`src/rtl/plsc_pkg.sv`:
```
// ----------------------------------------------------------------------------
// plsc_pkg
// shared types, character codes and the byte classifier for the pileup
// line strand counter
// ----------------------------------------------------------------------------
package plsc_pkg;

	localparam logic [7:0] CH_NL     = 8'h0A;
	localparam logic [7:0] CH_TAB    = 8'h09;
	localparam logic [7:0] CH_CARET  = 8'h5E;
	localparam logic [7:0] CH_DOLLAR = 8'h24;
	localparam logic [7:0] CH_DOT    = 8'h2E;
	localparam logic [7:0] CH_COMMA  = 8'h2C;
	localparam logic [7:0] CH_UP_A   = 8'h41;
	localparam logic [7:0] CH_UP_C   = 8'h43;
	localparam logic [7:0] CH_UP_G   = 8'h47;
	localparam logic [7:0] CH_UP_T   = 8'h54;
	localparam logic [7:0] CH_LO_A   = 8'h61;
	localparam logic [7:0] CH_LO_C   = 8'h63;
	localparam logic [7:0] CH_LO_G   = 8'h67;
	localparam logic [7:0] CH_LO_T   = 8'h74;
	localparam logic [7:0] CH_ZERO   = 8'h30;
	localparam logic [7:0] CH_NINE   = 8'h39;

	localparam logic [2:0] FIELD_POS         = 3'd1;
	localparam logic [2:0] FIELD_BASES       = 3'd4;
	localparam logic [2:0] FIELD_AFTER_BASES = 3'd5;
	localparam logic [2:0] FIELD_LAST        = 3'd7;

	typedef enum logic [4:0] {
		MARK_NONE  = 5'b00001,
		MARK_FWD   = 5'b00010,
		MARK_REV   = 5'b00100,
		MARK_BEGIN = 5'b01000,
		MARK_END   = 5'b10000
	} base_mark_t;

	typedef struct packed {
		logic nl;
		logic tab;
		logic caret;
		logic dollar;
		logic fwd_base;
		logic rev_base;
		logic digit;
	} byte_class_t;

	function automatic byte_class_t classify(input logic [7:0] ch);
		byte_class_t c;
		c.nl       = (ch == CH_NL);
		c.tab      = (ch == CH_TAB);
		c.caret    = (ch == CH_CARET);
		c.dollar   = (ch == CH_DOLLAR);
		c.fwd_base = (ch == CH_UP_A) || (ch == CH_UP_C) || (ch == CH_UP_G) ||
			(ch == CH_UP_T) || (ch == CH_DOT);
		c.rev_base = (ch == CH_LO_A) || (ch == CH_LO_C) || (ch == CH_LO_G) ||
			(ch == CH_LO_T) || (ch == CH_COMMA);
		c.digit    = (ch >= CH_ZERO) && (ch <= CH_NINE);
		return c;
	endfunction

endpackage

```
`src/rtl/plsc_pos_accum.sv`:
```
// ----------------------------------------------------------------------------
// plsc_pos_accum
// decimal position accumulator with saturation, and the two site positions
// derived from it
// ----------------------------------------------------------------------------
module plsc_pos_accum
	import plsc_pkg::*;
#(
	parameter int POS_WIDTH = 32
) (
	input  logic                 clk,
	input  logic                 arst_n,
	input  logic                 step,
	input  byte_class_t          cls,
	input  logic                 in_pos_field,
	input  logic [3:0]           digit,
	output logic [POS_WIDTH-1:0] fwd_site,
	output logic [POS_WIDTH-1:0] rev_site
);

	logic [POS_WIDTH-1:0] pos_q;
	logic [POS_WIDTH+3:0] times10;
	logic [POS_WIDTH-1:0] pos_next;

	always_comb begin
		times10 = {1'b0, pos_q, 3'b000} + {3'b000, pos_q, 1'b0} + (POS_WIDTH+4)'(digit);
		if (|times10[POS_WIDTH+3:POS_WIDTH]) begin
			pos_next = '1;
		end else begin
			pos_next = times10[POS_WIDTH-1:0];
		end
	end

	always_ff @(posedge clk or negedge arst_n) begin
		if (!arst_n) begin
			pos_q <= '0;
		end else if (step) begin
			if (cls.nl) begin
				pos_q <= '0;
			end else if (in_pos_field && cls.digit) begin
				pos_q <= pos_next;
			end
		end
	end

	assign fwd_site = (pos_q == '0) ? '0 : pos_q - POS_WIDTH'(1);
	assign rev_site = (pos_q == '1) ? pos_q : pos_q + POS_WIDTH'(1);

endmodule

```
`src/rtl/plsc_line_state.sv`:
```
// ----------------------------------------------------------------------------
// plsc_line_state
// field tracking, base-string marks and the four saturating strand counters
// of the current line
// ----------------------------------------------------------------------------
module plsc_line_state
	import plsc_pkg::*;
#(
	parameter int COUNT_WIDTH = 24
) (
	input  logic                   clk,
	input  logic                   arst_n,
	input  logic                   step,
	input  byte_class_t            cls,
	output logic                   in_pos_field,
	output logic [COUNT_WIDTH-1:0] fwd_count,
	output logic [COUNT_WIDTH-1:0] fwd_start_count,
	output logic [COUNT_WIDTH-1:0] rev_count,
	output logic [COUNT_WIDTH-1:0] rev_end_count
);

	logic [2:0]             field_q, field_d;
	base_mark_t             mark_q, mark_d;
	logic                   skip_q, skip_d;
	logic [COUNT_WIDTH-1:0] fwd_q, fwd_d;
	logic [COUNT_WIDTH-1:0] fwd_start_q, fwd_start_d;
	logic [COUNT_WIDTH-1:0] rev_q, rev_d;
	logic [COUNT_WIDTH-1:0] rev_end_q, rev_end_d;

	always_comb begin
		field_d     = field_q;
		mark_d      = mark_q;
		skip_d      = skip_q;
		fwd_d       = fwd_q;
		fwd_start_d = fwd_start_q;
		rev_d       = rev_q;
		rev_end_d   = rev_end_q;
		if (step) begin
			if (cls.nl) begin
				field_d     = '0;
				mark_d      = MARK_NONE;
				skip_d      = 1'b0;
				fwd_d       = '0;
				fwd_start_d = '0;
				rev_d       = '0;
				rev_end_d   = '0;
			end else if (field_q == FIELD_BASES) begin
				if (skip_q) begin
					skip_d = 1'b0;
				end else if (cls.tab) begin
					field_d = FIELD_AFTER_BASES;
				end else if (cls.caret) begin
					skip_d = 1'b1;
					mark_d = MARK_BEGIN;
				end else if (cls.fwd_base) begin
					if (mark_q == MARK_BEGIN && fwd_start_q != '1) begin
						fwd_start_d = fwd_start_q + COUNT_WIDTH'(1);
					end
					if (fwd_q != '1) begin
						fwd_d = fwd_q + COUNT_WIDTH'(1);
					end
					mark_d = MARK_FWD;
				end else if (cls.rev_base) begin
					if (rev_q != '1) begin
						rev_d = rev_q + COUNT_WIDTH'(1);
					end
					mark_d = MARK_REV;
				end else if (cls.dollar) begin
					if (mark_q == MARK_REV && rev_end_q != '1) begin
						rev_end_d = rev_end_q + COUNT_WIDTH'(1);
					end
					mark_d = MARK_END;
				end
			end else if (cls.tab && field_q != FIELD_LAST) begin
				field_d = field_q + 3'd1;
			end
		end
	end

	always_ff @(posedge clk or negedge arst_n) begin
		if (!arst_n) begin
			field_q     <= '0;
			mark_q      <= MARK_NONE;
			skip_q      <= 1'b0;
			fwd_q       <= '0;
			fwd_start_q <= '0;
			rev_q       <= '0;
			rev_end_q   <= '0;
		end else begin
			field_q     <= field_d;
			mark_q      <= mark_d;
			skip_q      <= skip_d;
			fwd_q       <= fwd_d;
			fwd_start_q <= fwd_start_d;
			rev_q       <= rev_d;
			rev_end_q   <= rev_end_d;
		end
	end

	assign in_pos_field    = (field_q == FIELD_POS);
	assign fwd_count       = fwd_q;
	assign fwd_start_count = fwd_start_q;
	assign rev_count       = rev_q;
	assign rev_end_count   = rev_end_q;

	// newline leaves a clean line
	assert property (@(posedge clk) disable iff (!arst_n)
		step && cls.nl |=> field_q == '0 && !skip_q && fwd_q == '0 && fwd_start_q == '0 &&
			rev_q == '0 && rev_end_q == '0)
		else $error("line state not cleared after newline");

	// a pending skip only exists inside the base string
	assert property (@(posedge clk) disable iff (!arst_n)
		skip_q |-> field_q == FIELD_BASES && mark_q == MARK_BEGIN)
		else $error("skip pending outside base string");

	// starts are a subset of forward bases, ends a subset of reverse bases
	assert property (@(posedge clk) disable iff (!arst_n)
		fwd_start_q <= fwd_q && rev_end_q <= rev_q)
		else $error("mark counter exceeds base counter");

endmodule

```
`src/rtl/pileup_line_strand_counter.sv`:
```
// ----------------------------------------------------------------------------
// pileup_line_strand_counter
// Parses a tab-separated pileup text stream, one byte per transfer, and on
// each newline emits one result: the parsed position minus one (floored at
// zero), the position plus one (saturating), and the saturating counts of
// forward bases, forward bases right after a read-start mark, reverse bases
// and read-end marks after a reverse base. A byte is taken every cycle; the
// only stall is a newline meeting a result that has not yet been taken. The
// newline is held in the input register, and when it advances, the counters
// and the position are copied straight into the result register and the
// result is marked valid.
// ----------------------------------------------------------------------------
module pileup_line_strand_counter
	import plsc_pkg::*;
#(
	parameter int COUNT_WIDTH = 24,
	parameter int POS_WIDTH   = 32
) (
	input  logic       clk,
	input  logic       arst_n,
	input  logic       s_axis_tvalid,
	output logic       s_axis_tready,
	input  logic [7:0] s_axis_tdata, // text_byte
	output logic       m_axis_tvalid,
	input  logic       m_axis_tready,
	// forward_site_pos, reverse_site_pos, forward_reads, forward_starts,
	// reverse_reads, reverse_ends, zero fill
	output logic [((2*POS_WIDTH+4*COUNT_WIDTH+7)/8)*8-1:0] m_axis_tdata
);

	localparam int OUT_W   = 2*POS_WIDTH + 4*COUNT_WIDTH;
	localparam int TDATA_W = ((OUT_W + 7) / 8) * 8;

	logic                   byte_valid_s1;
	logic [7:0]             byte_s1;
	byte_class_t            cls_s1;
	logic                   adv;
	logic                   emit;
	logic                   in_pos_field;
	logic [POS_WIDTH-1:0]   fwd_site, rev_site;
	logic [COUNT_WIDTH-1:0] fwd_count, fwd_start_count, rev_count, rev_end_count;
	logic                   out_valid_q;
	logic [OUT_W-1:0]       result_q;

	assign cls_s1        = classify(byte_s1);
	assign adv           = byte_valid_s1 && (!cls_s1.nl || !out_valid_q || m_axis_tready);
	assign emit          = adv && cls_s1.nl;
	assign s_axis_tready = !byte_valid_s1 || adv;

	always_ff @(posedge clk or negedge arst_n) begin
		if (!arst_n) begin
			byte_valid_s1 <= 1'b0;
		end else if (s_axis_tready) begin
			byte_valid_s1 <= s_axis_tvalid;
		end
	end

	always_ff @(posedge clk) begin
		if (s_axis_tready && s_axis_tvalid) begin
			byte_s1 <= s_axis_tdata;
		end
	end

	plsc_line_state #(
		.COUNT_WIDTH(COUNT_WIDTH)
	) u_line_state (
		.clk            (clk),
		.arst_n         (arst_n),
		.step           (adv),
		.cls            (cls_s1),
		.in_pos_field   (in_pos_field),
		.fwd_count      (fwd_count),
		.fwd_start_count(fwd_start_count),
		.rev_count      (rev_count),
		.rev_end_count  (rev_end_count)
	);

	plsc_pos_accum #(
		.POS_WIDTH(POS_WIDTH)
	) u_pos_accum (
		.clk         (clk),
		.arst_n      (arst_n),
		.step        (adv),
		.cls         (cls_s1),
		.in_pos_field(in_pos_field),
		.digit       (byte_s1[3:0]),
		.fwd_site    (fwd_site),
		.rev_site    (rev_site)
	);

	always_ff @(posedge clk or negedge arst_n) begin
		if (!arst_n) begin
			out_valid_q <= 1'b0;
		end else if (emit) begin
			out_valid_q <= 1'b1;
		end else if (m_axis_tready) begin
			out_valid_q <= 1'b0;
		end
	end

	always_ff @(posedge clk) begin
		if (emit) begin
			result_q <= {rev_end_count, rev_count, fwd_start_count, fwd_count,
				rev_site, fwd_site};
		end
	end

	assign m_axis_tvalid = out_valid_q;
	assign m_axis_tdata  = TDATA_W'(result_q);

endmodule
```
`config.mk`:
```
export PLATFORM = sky130hd
export DESIGN_NAME = pileup_line_strand_counter
export DESIGN_NICKNAME = d
export VERILOG_FILES = /design/src/rtl/plsc_pkg.sv /design/src/rtl/plsc_pos_accum.sv /design/src/rtl/plsc_line_state.sv /design/src/rtl/pileup_line_strand_counter.sv
export SDC_FILE = /design/constraint.sdc
export NUM_CORES = 1
export LEC_CHECK = 0
export BUFFER_PORTS_ARGS = -buffer_cell sky130_fd_sc_hd__buf_2
export CORE_MARGIN = 1
export CORE_UTILIZATION = 42
export DETAILED_ROUTE_END_ITERATION = 6
export GPL_TIMING_DRIVEN = 0
export SLEW_MARGIN = 20
export SYNTH_ARGS = -nofsm -noshare
export SYNTH_HDL_FRONTEND = slang
export SYNTH_HIERARCHICAL = 1
export SYNTH_SLANG_ARGS = --single-unit
```
`constraint.sdc`:
```
create_clock -name clk -period 9.1 [get_ports clk]
set_input_delay 2.275 -clock clk [delete_from_list [all_inputs] [get_ports clk]]
set_output_delay 2.275 -clock clk [all_outputs]
set_load 0.02 [all_outputs]
```
==> qor.yml, run 1 <==
run_status:
  status: "finished clean"
detailed_routing:
  via_count: 13300
  wire_per_inst_um: 18.6
  vias_per_cell: 5.72
  first_iter_violations: 980
  m1WireLength_um: 20700
  drt-total-wl_um: 43300
  drc: 0
  highest_layer: "met4"
  met2_length_um: 18900
  drt_first_pass_iters: 5
  wl_met3_um: 2500
  detail-route-antenna-nets: 0
die:
  fp.dieH_um: 200
  die-area_sq_um: 40100
  die_w_um: 200
  start_util_pct: 42.6
  rows: 72
  io_pins: 174
  fp.coreArea_sq_um: 38700
sta:
  holdWs_ns: 0.468
  rsz0062_at_grt: "no"
  maxSlewViolCount: 0
  max_freq_mhz: 185
  fin_crit_ns: 5.40
  finalSetupTns_ns: 0
  fin_crit_sh_pct: 59.3
  hold_viol_final: 0
  worst_pin_slew_ns: 1.01
  slew_headroom_pct: 32.7
  setup_viol: 0
  finalClockSkew_ns: 0.0286
cells_and_area:
  drive_gt1_share_pct: 16.2
  nFillCells: 3586
  final_area_sq_um: 19400
  nets: 1865
  diodes: 0
  area_delta_synth_final_pct: 17.3
  stdcell_count: 2323
clocking:
  cts.clk_slew.worst_paths_ns: 0.06
  clock-sinks: 307
  clk_latency_ns: 0.55
  cts_tree: "built"
  root_buffer: "clkbuf_16"
  ctsHoldBuffers: 0
  cts_resized: 0
  post_cts_buffers: 0
  h-tree-depth: 2
  cts_made_buffers: 35
  cts_max_path_buffers: 3
synthesis:
  syn-num-nets: 1648
  synth_cell_types: 88
  synth-warning-count: 6
  synth_seq_cells: 307
  syn_area_per_cell_sq_um: 10.6
  netlist_area_sq_um: 16500
  synthArstFlopShare_pct: 45.3
  seq_area_frac_synth_pct: 51.7
  synth_edf_count: 168
  ys.flop_type: "edfxtp_1"
  netlist_instances: 1561
min_path:
  hold_end: "m_axis_tdata[92]"
  hold_path_depth: 0
  hold_start: "u_line_state/fwd_start_count[4]"
  hold_class: "register to register"
grt:
  grt_pass1_vias: 12600
  antenna_found_initial: 0
  grt_usage_pct: 21.7
  grt_pass1_wl_um: 69700
  grt_max_degree: 75
  grt_remaining_overflow: 0
worst_setup_path:
  start_kind: "input port"
  rr_startpoint: "byte_s1[3]"
  required_ns: 6.83
  end_kind: "primary output"
  reg2reg_depth: 12
  reg2reg_to: "u_pos_accum/pos_q[16]"
  cp_num_buf_inv: 2
  cp_top_family: "simple AND/OR/NAND/NOR gates"
  crit_arrival_ns: 3.12
  critPathSlowestCell: "nor4bb_1"
  slowest_delay_ns: 0.30
  startpoint: "m_axis_tready"
  path_cells: "buf_2 > nor4bb_1 > nand4_1 > buf_2"
  r2r_setup_slack_ns: 5.06
  crit_type: "input port to primary output"
  critPathMaxFanout: 3
  cp_common_cell: "buf_2"
job:
  maxCapViolCount: 0
place:
  dp_cells: 2259
  post-dp-hpwl_um: 30900
  place_area_sq_um: 18200
  gp_congestion: 0.901
  port-buffer-count: 173
power_and_ir_drop:
  p_leak_nw: 8.27
  peakVddDrop_mv: 0.125
  p_per_area_nw_per_um2: 170
cells in the mapped netlist, types with 10 or more instances:
| library cell | instances | area share (%) |
|---|---|---|
| and3_1 | 18 | 0.68 |
| o211ai_1 | 20 | 0.91 |
| nor4_1 | 23 | 0.87 |
| ha_1 | 73 | 5.5 |
| xor2_1 | 34 | 1.8 |
| nor2_1 | 86 | 2.0 |
| dfrtp_1 | 138 | 21 |
| a21o_1 | 33 | 1.5 |
| mux2i_1 | 12 | 0.73 |
| or4_1 | 27 | 1.2 |
| clkbuf_1 | 46 | 1.0 |
| o31ai_1 | 20 | 0.91 |
| or3_1 | 37 | 1.4 |
| buf_2 | 17 | 0.52 |
| inv_1 | 34 | 0.77 |
| nor3_1 | 51 | 1.5 |
| o21ai_0 | 100 | 3.0 |
| nand4_1 | 34 | 1.3 |
| and4_1 | 15 | 0.80 |
| nand3_1 | 79 | 2.4 |
| edfxtp_1 | 168 | 31 |
| nand2_1 | 122 | 2.8 |
| and2_1 | 10 | 0.38 |
| nor2b_1 | 12 | 0.45 |
| a21oi_1 | 121 | 3.7 |
| xnor2_1 | 49 | 2.6 |
| nand2b_1 | 17 | 0.64 |
through the flow:
step	setup WS, ns	utilization (%)	power [W]
6_report	3.70	50.0	0.00330
5_1_grt	3.61	50.0	0.00343
4_1_cts	3.69	50.0	0.00334
3_5_place_dp	3.70	47.0	0.00189
3_3_place_gp	0.164	46.5	0.00188
2_1_floorplan	2.06	-	0.00179
flip-flops by register name, indices dropped and copies added, names as in the netlist:
signal,count
m_axis_tdata,160
u_pos_accum/pos_q,32
u_line_state/fwd_count,24
u_line_state/fwd_start_count,24
u_line_state/rev_count,24
u_line_state/rev_end_count,24
byte_s1,8
u_line_state/mark_q,5
u_line_state/field_q,3
byte_valid_s1,1
m_axis_tvalid,1
u_line_state/skip_q,1
metal layers:
metal	up-vias	track usage (%)
li1	6383	-
met1	6477	31.3
met2	369	32.4
met3	66	4.05
met4	0	7.72
met5	-	0
worst register-to-register path, delay by kind of cell (launching register included):
family / cells / cell delay (ns)
fa+ha+maj: 2 / 1.06
buf+inv: 2 / 0.35
flops: 1 / 0.52
xor+xnor: 1 / 0.19
compound gates: 6 / 1.63
simple gates: 1 / 0.18
worst max-delay path by stage:
| stage | endpoint | slack (ns) | cells past startpoint |
|---|---|---|---|
| floorplan | m_axis_tdata[0] | 2.06 | 2 |
| global placement | m_axis_tdata[20] | 0.16 | 3 |
| detailed placement | s_axis_tready | 3.70 | 4 |
| CTS | s_axis_tready | 3.69 | 4 |
| global route | s_axis_tready | 3.61 | 4 |
| finish | s_axis_tready | 3.70 | 4 |
power by group:
group	leakage (nW)	switching (W)	internal, W
combinational	4.18	0.000210	0.000130
clock	0.564	0.000574	0.000863
sequential	3.52	0.0000255	0.00150
total	8.27	0.000810	0.00249
cell usage in the layout, fill, tap and decap left out, drive strengths merged, types with 35 or more instances in the layout:
master and n:
edfxtp 168, xnor2 49, or3 37, ha 73, nor3 52, buf 206, dfrtp 138, inv 35
nand2 123, nor2 88, clkbuf 98, a21oi 121, o21ai 105, nand3 79
area by class of cell:
type	count	area [sq um]	area share [%]
buffer	74	339	1.75
clock buffer	50	1010	5.23
clock inverter	14	158	0.814
inverter	35	131	0.679
multi-input combinational	1145	7520	38.8
sequential	307	8520	44.0
tap	518	648	3.35
timing repair buffer	180	1030	5.33
kinds of logic (layout without fill, tap and decap cells):
group                    Yosys count  in the layout  synth area share [%]
adder cells (fa/ha/maj)           75             75                  5.78
AO/OA/AOI/OAI                    395            395                  15.3
multiplexers                      15             15                 0.933
buffers and inverters            109            353                  2.85
XOR/XNOR                          83             83                  4.40
AND/OR/NAND/NOR                  577            577                  19.1
flip-flops                       307            307                  51.7
(Power assumes the default switching activity.)
==> inputs of run 2 (changes only) <==
--- a/config.mk
+++ b/config.mk
@@ -5,6 +5,7 @@
 export SDC_FILE = /design/constraint.sdc
 export NUM_CORES = 1
 export LEC_CHECK = 0
+export ABC_AREA = 1
 export BUFFER_PORTS_ARGS = -buffer_cell sky130_fd_sc_hd__buf_2
 export CORE_MARGIN = 1
 export CORE_UTILIZATION = 42
==> constraint.sdc (replaced) <==
create_clock -name clk -period 4.3 [get_ports clk]
set_input_delay 1.075 -clock clk [delete_from_list [all_inputs] [get_ports clk]]
set_output_delay 1.075 -clock clk [all_outputs]
set_load 0.02 [all_outputs]
==> run 2 against run 1 <==
Power up 110%; combinational power grew 130%; die area increased by 14%; register-to-register slack got worse by 4.1 ns; clock power is 120% higher; clock skew fell by 0.010 ns; critical path type is now register to register; worst setup slack got worse by 2.7 ns; largest power group unchanged.
==> qor.yml, run 2 <==
synthesis:
  synthTopCellsByArea: "edfxtp_1 27%, dfrtp_1 18%, nand2_1 17%"
  netlist_instances: 2417  # +55%
  synth.largest_area_cell: "edfxtp_1"
  synthTopCellsByCount: "843 x nand2_1, 326 x nor2_1, 236 x inv_1"
  synth_edf_count: 168  # unchanged
  syn_area_per_cell_sq_um: 7.77  # -26%
  synth_seq_cells: 307  # unchanged
  synthArstFlopShare_pct: 45.3  # unchanged
  synth_cell_types: 47  # -47%
  synth.most_common_cell: "nand2_1"
  netlist_area_sq_um: 18800  # +14%
  syn-num-nets: 2504  # +52%
  seq_area_frac_synth_pct: 45.4  # -6.3 points
  ys.flop_type: "edfxtp_1"
  synth-warning-count: 6  # unchanged
  yosysTopAreaCellShare_pct: 26.9  # -3.7 points
detailed_routing:
  drc: 0  # unchanged
  detail-route-antenna-nets: 0  # unchanged
  drt-total-wl_um: 51500  # +19%
  vias_per_cell: 5.04  # -12%
  wire_per_inst_um: 15.9  # -15%
  drt_first_pass_iters: 6  # +1
  first_iter_violations: 1303  # +33%
  via_count: 16400  # +23%
sta:
  holdWs_ns: 0.433  # -0.0351 ns
  fin_crit_sh_pct: 77.7
  maxSlewViolCount: 0  # unchanged
  slew_headroom_pct: 49.2  # +17 points
  fin_crit_ns: 3.34
  max_freq_mhz: 299
  finalClockSkew_ns: 0.0181  # -0.0105 ns
  finalSetupTns_ns: 0  # unchanged
  hold_viol_final: 0  # unchanged
  setup_viol: 0  # unchanged
  rsz0062_at_grt: "no"
  worst_pin_slew_ns: 0.761  # -0.247 ns
clocking:
  ctsHoldBuffers: 0  # unchanged
  clock-sinks: 307  # unchanged
  cts_resized: 0  # unchanged
  cts_made_buffers: 34  # -2.9%
  clk_latency_ns: 0.54  # about the same
  cts_tree: "built"
  cts_max_path_buffers: 3  # unchanged
  cts.clk_slew.worst_paths_ns: 0.07  # about the same
  h-tree-depth: 2  # unchanged
  root_buffer: "clkbuf_16"
  post_cts_buffers: 0  # unchanged
worst_setup_path:
  start_kind: "register"
  reg2reg_depth: 18  # +6
  reg2reg_to: "u_pos_accum/pos_q[27]"
  required_ns: 4.73  # -2.10 ns
  end_kind: "register"
  crit_arrival_ns: 3.77  # +0.65 ns
  rr_startpoint: "u_pos_accum/pos_q[0]"
  crit_type: "register to register"
  critPathMaxFanout: 10  # +7
  r2r_setup_slack_ns: 0.96  # -4.10 ns
place:
  gp_congestion: 0.930  # +3.3%
  post-dp-hpwl_um: 39800  # +29%
  port-buffer-count: 173  # unchanged
  dp_cells: 3187  # +41%
cells_and_area:
  stdcell_count: 3249  # +40%
  final_cell_mix: "843 x nand2_1, 325 x nor2_1, 235 x inv_1"
  final_common_cell: "nand2_1"
  area_delta_synth_final_pct: 15.5
  multi_input_area_sq_um: 8960  # +19%
  nFillCells: 4371  # +22%
  nets: 2718  # +46%
  regArea_sq_um: 8520  # unchanged
  largest_reg_flops: 160  # unchanged
  drive_gt1_share_pct: 14.5  # -1.7 points
grt:
  grt_max_degree: 85  # +13%
  grt_usage_pct: 22.7  # +1.0 points
  antenna_found_initial: 1  # +1
  grt_pass1_wl_um: 80700  # +16%
  grt_pass1_vias: 15100  # +20%
  grt_remaining_overflow: 0  # unchanged
die:
  fp.coreArea_sq_um: 44100  # +14%
  fp.dieH_um: 213  # +6.6%
  die_w_um: 213  # +6.6%
  die-area_sq_um: 45600  # +14%
  io_pins: 174  # unchanged
  rows: 77  # +6.9%
  start_util_pct: 42.6  # about the same
power_and_ir_drop:
  p_int_w: 0.00531  # +110%
  p_per_area_nw_per_um2: 326  # +91%
  switching_share_pct: 25.0  # +0.45 points
  comb_power_share_pct: 11.0  # +0.7 points
  sequentialPowerShare_pct: 45.1  # -1.1 points
  p_leak_nw: 11.0  # +32%
  power.switching_w: 0.00177  # +120%
  clockPowerShare_pct: 43.9  # +0.4 points
  peakVddDrop_mv: 0.220  # +77%
run_status:
  status: "finished clean"
min_path:
  hold_class: "input port to async pin"
job:
  maxCapViolCount: 0  # unchanged
==> run 2: changes by cell type in the layout (fill, tap and decap cells not counted), moves of 37 or more <==
cell     delta
or3_1      -37
o21ai_0    -65
nand3_1    +82
nor2_1    +239
a21oi_1    -79
nand2_1   +721
inv_1     +201
==> run 2: worst max path at each step <==
stage | start | to | slack, ns | cells after the start
2_1_floorplan | m_axis_tready | m_axis_tdata[0] | 0.08 | 4
3_3_place_gp | m_axis_tready | m_axis_tdata[19] | -1.22 | 5
3_5_place_dp | u_pos_accum/pos_q[0] | u_pos_accum/pos_q[27] | 0.90 | 18
4_1_cts | u_pos_accum/pos_q[0] | u_pos_accum/pos_q[27] | 0.92 | 18
5_1_grt | u_pos_accum/pos_q[0] | u_pos_accum/pos_q[13] | 0.69 | 18
6_report | u_pos_accum/pos_q[0] | u_pos_accum/pos_q[27] | 0.96 | 18
==> run 2: logic make-up after synthesis <==
group	after synthesis	synth area share, %
buffers and inverters	310	6.93
xor gates and xnor gates	89	4.15
AOI/OAI and AO/OA	112	3.37
adders and majority gates	75	5.07
DFF	307	45.4
and+or+nand+nor	1524	35.1
==> run 2: per-stage QoR <==
step | total power (W) | util (%) | cell area [sq um] | setup WS (ns)
3_3_place_gp | 0.00401 | 46.2 | 20400 | -1.22
4_1_cts | 0.00715 | 49.2 | 21700 | 0.915
5_1_grt | 0.00735 | 49.2 | 21700 | 0.686
6_report | 0.00708 | 49.2 | 21700 | 0.958
3_5_place_dp | 0.00402 | 46.5 | 20500 | 0.904
2_1_floorplan | 0.00376 | - | 18800 | 0.0757
==> run 2: critical path, cell delays in order, from the launching register on <==
cell and delay [ns]:
dfrtp_1 0.52, fa_1 0.59, inv_1 0.07, fa_1 0.43, inv_1 0.08, nand2_1 0.07
nand2_1 0.10, nand3_1 0.08, nand2_1 0.14, nand2_1 0.08, nand2_2 0.13, nand2_1 0.09
nand3_1 0.07, nand2_1 0.14, nor2_4 0.21, buf_6 0.21, nand3_2 0.08, nand2_1 0.07
nand2_1 0.06
==> run 2: layout make-up <==
cell class,instances,share of cell area (%)
Clock inverter,19,1.20
Antenna cell,1,0.0115
Clock buffer,42,4.25
Timing Repair Buffer,178,4.53
Buffer,60,1.67
Inverter,250,4.34
Sequential cell,307,39.3
Tap cell,592,3.41
Multi-Input combinational cell,1800,41.3
==> run 2: metal layers <==
layer | routed length [um] | up-vias | track usage [%]
met5 | 0 | - | 0
met2 | 23200 | 478 | 35.7
met1 | 24000 | 7620 | 32.2
met3 | 3050 | 85 | 3.44
li1 | - | 8195 | -
met4 | 1310 | 0 | 6.75
==> run 2: power by group through the flow <==
stage / logic, W / registers (W) / clock network, W
after floorplan: 0.000519 / 0.00324 / 0
after global placement: 0.000758 / 0.00325 / 0
after detailed placement: 0.000770 / 0.00325 / 0
after CTS: 0.000773 / 0.00319 / 0.00319
after global routing: 0.000855 / 0.00319 / 0.00330
final: 0.000779 / 0.00319 / 0.00310
==> inputs of run 3 (changes only) <==
==> constraint.sdc (replaced) <==
create_clock -name clk -period 3.4 [get_ports clk]
set_input_delay 0.85 -clock clk [delete_from_list [all_inputs] [get_ports clk]]
set_output_delay 0.85 -clock clk [all_outputs]
set_load 0.02 [all_outputs]
==> run 3 against run 2 <==
Sequential share of layout area fell by 0.21 points; register-to-register slack got worse by 0.76 ns; non-clock buffer count rose by 7; worst setup slack got worse by 0.76 ns; clock-buffer cell count rose by 3; flip-flop and latch count did not move; clock skew rose by 0.0064 ns; wire length fell by 0.26%; utilization rose by 0.27 points; hold slack got worse by 0.23 ns; critical path depth rose by 1; clock power rose by 24%; largest power group unchanged.
==> qor.yml, run 3 (synthesis gave the netlist of run 2 again) <==
run_status:
  status: "finished clean"
power_and_ir_drop:
  p_int_w: 0.00660  # +24%
  comb_power_share_pct: 10.9  # about the same
  p_per_area_nw_per_um2: 405  # +24%
  p_leak_nw: 11.0  # +0.48%
  power.switching_w: 0.00223  # +26%
  peakVddDrop_mv: 0.316  # +44%
  sequentialPowerShare_pct: 45.7  # +0.6 points
  clockPowerShare_pct: 43.4  # -0.5 points
  switching_share_pct: 25.2  # +0.24 points
die:
  die_w_um: 213  # unchanged
  fp.dieH_um: 213  # unchanged
  start_util_pct: 42.6  # unchanged
  fp.coreArea_sq_um: 44100  # unchanged
  rows: 77  # unchanged
  io_pins: 174  # unchanged
  die-area_sq_um: 45600  # unchanged
cells_and_area:
  largest_reg_flops: 160  # unchanged
  regArea_sq_um: 8530  # about the same
  final_common_cell: "nand2_1"
  drive_gt1_share_pct: 14.9  # +0.40 points
  diodes: 0  # -1
  final_cell_mix: "839 x nand2_1, 325 x nor2_1, 234 x inv_1"
  multi_input_area_sq_um: 8980  # +0.22%
  nets: 2726  # +0.29%
  nFillCells: 4393  # +0.50%
  final_area_sq_um: 21800  # +0.56%
  area_delta_synth_final_pct: 16.2
detailed_routing:
  drt-total-wl_um: 51400  # -0.26%
  first_iter_violations: 1082  # -17%
  detail-route-antenna-nets: 0  # unchanged
  vias_per_cell: 5.01  # -0.59%
  drt_first_pass_iters: 5  # -1
  via_count: 16300  # -0.32%
  drc: 0  # unchanged
  wire_per_inst_um: 15.8  # -0.54%
sta:
  finalClockSkew_ns: 0.0245  # +0.00641 ns
  setup_viol: 0  # unchanged
  fin_crit_ns: 3.20  # -0.140 ns
  hold_viol_final: 0  # unchanged
  fin_crit_sh_pct: 94.2  # +16 points
  worst_pin_slew_ns: 0.768  # +0.00700 ns
  finalSetupTns_ns: 0  # unchanged
  maxSlewViolCount: 0  # unchanged
  max_freq_mhz: 312  # +4.4%
  worst_slack_ns: 0.199  # -0.760 ns
  slew_headroom_pct: 48.8  # -0.47 points
clocking:
  root_buffer: "clkbuf_16"
  clock-sinks: 307  # unchanged
  clk_latency_ns: 0.55  # about the same
  cts_max_path_buffers: 3  # unchanged
  cts.clk_slew.worst_paths_ns: 0.06  # about the same
  cts_made_buffers: 35  # +2.9%
  cts_tree: "built"
  h-tree-depth: 2  # unchanged
worst_setup_path:
  crit_arrival_ns: 3.63  # -0.14 ns
  required_ns: 3.83  # -0.90 ns
  rr_startpoint: "byte_s1[3]"
  critPathMaxFanout: 5  # -5
  crit_type: "register to register"
  reg2reg_to: "u_pos_accum/pos_q[27]"
  r2r_setup_slack_ns: 0.20  # -0.76 ns
  reg2reg_depth: 19  # +1
  start_kind: "register"
  end_kind: "register"
job:
  maxCapViolCount: 0  # unchanged
place:
  place_area_sq_um: 20500  # about the same
  place_ws_ns: 0.00817  # -0.896 ns
  port-buffer-count: 173  # unchanged
  gp_congestion: 0.956  # +2.8%
  post-dp-hpwl_um: 39700  # -0.31%
grt:
  grt_usage_pct: 22.7  # +0.030 points
  grt_pass1_wl_um: 81100  # +0.50%
  grt_pass1_vias: 15300  # +1.1%
  grt_remaining_overflow: 0  # unchanged
  grt_max_degree: 80  # -5.9%
  antenna_found_initial: 0  # -1
min_path:
  hold_class: "input port to async pin"
## run 3: metal layers
metal / global-route usage, % / share of wire (%) / vias to the layer above
li1: - / - / 8221
met1: 32.0 / 47 / 7593
met2: 36.0 / 45 / 430
met3: 3.72 / 6.1 / 82
met4: 6.40 / 2.3 / 0
met5: 0 / 0 / -
## run 3: critical path, cell delays in order (launching register included)
cell and delay (ns):
edfxtp_1 0.45, fa_1 0.57, inv_1 0.07, fa_1 0.45, inv_1 0.07, nand2_1 0.06
nand2_1 0.11, nand3_1 0.10, nand2_2 0.12, nand2_1 0.08, nand2_2 0.11, nand2_1 0.08
nand3_1 0.08, nand2_2 0.09, nor2_4 0.13, buf_12 0.13, buf_8 0.13, nand3_2 0.07
nand2_1 0.10, nand2_1 0.07
## run 3: worst max-delay path by stage
stage,startpoint,to,slack (ns),depth (start not counted)
after floorplan,m_axis_tready,m_axis_tdata[0],-0.47,4
after global placement,m_axis_tready,m_axis_tdata[51],-1.68,5
after detailed placement,u_pos_accum/pos_q[0],u_pos_accum/pos_q[27],0.008,18
after CTS,byte_s1[3],u_pos_accum/pos_q[27],0.03,18
after global routing,byte_s1[3],u_pos_accum/pos_q[27],-0.009,19
final,byte_s1[3],u_pos_accum/pos_q[27],0.20,19
## run 3: through the flow
stage | total power [W] | util [%] | hold slack, ns | cells
finish | 0.00883 | 49.5 | 0.204 | 3258
global route | 0.00918 | 49.5 | 0.245 | 3258
CTS | 0.00895 | 49.1 | 0.235 | 3251
detailed placement | 0.00507 | 46.5 | 0.504 | 3187
global placement | 0.00505 | 46.3 | 0.488 | 3182
floorplan | 0.00476 | - | 0.469 | 2417
## run 3: power by group through the flow
stage | clock [W] | sequential (W) | combinational [W]
after global routing | 0.00407 | 0.00404 | 0.00108
after CTS | 0.00395 | 0.00404 | 0.000958
after global placement | 0 | 0.00411 | 0.000939
final | 0.00383 | 0.00404 | 0.000964
after floorplan | 0 | 0.00410 | 0.000657
after detailed placement | 0 | 0.00411 | 0.000955
## run 3: timing repair
action / CTS / global route
gates resized for setup: 1 / 9
setup buffers: 0 / 5
hold endpoints to repair: 0 / 0
hold buffers: 0 / 0
pin swaps: 0 / 3
gates cloned: 0 / 2
endpoints found under the setup margin: 1 / 30
## run 3: cell type report
class	instances	share of cell area, %
repair buffers	185	5.02
well taps	592	3.39
multi-input cells	1800	41.2
clock buffers	45	4.33
inverters	250	4.32
clock inverters	19	0.975
plain buffers	60	1.73
flip-flops and latches	307	39.1
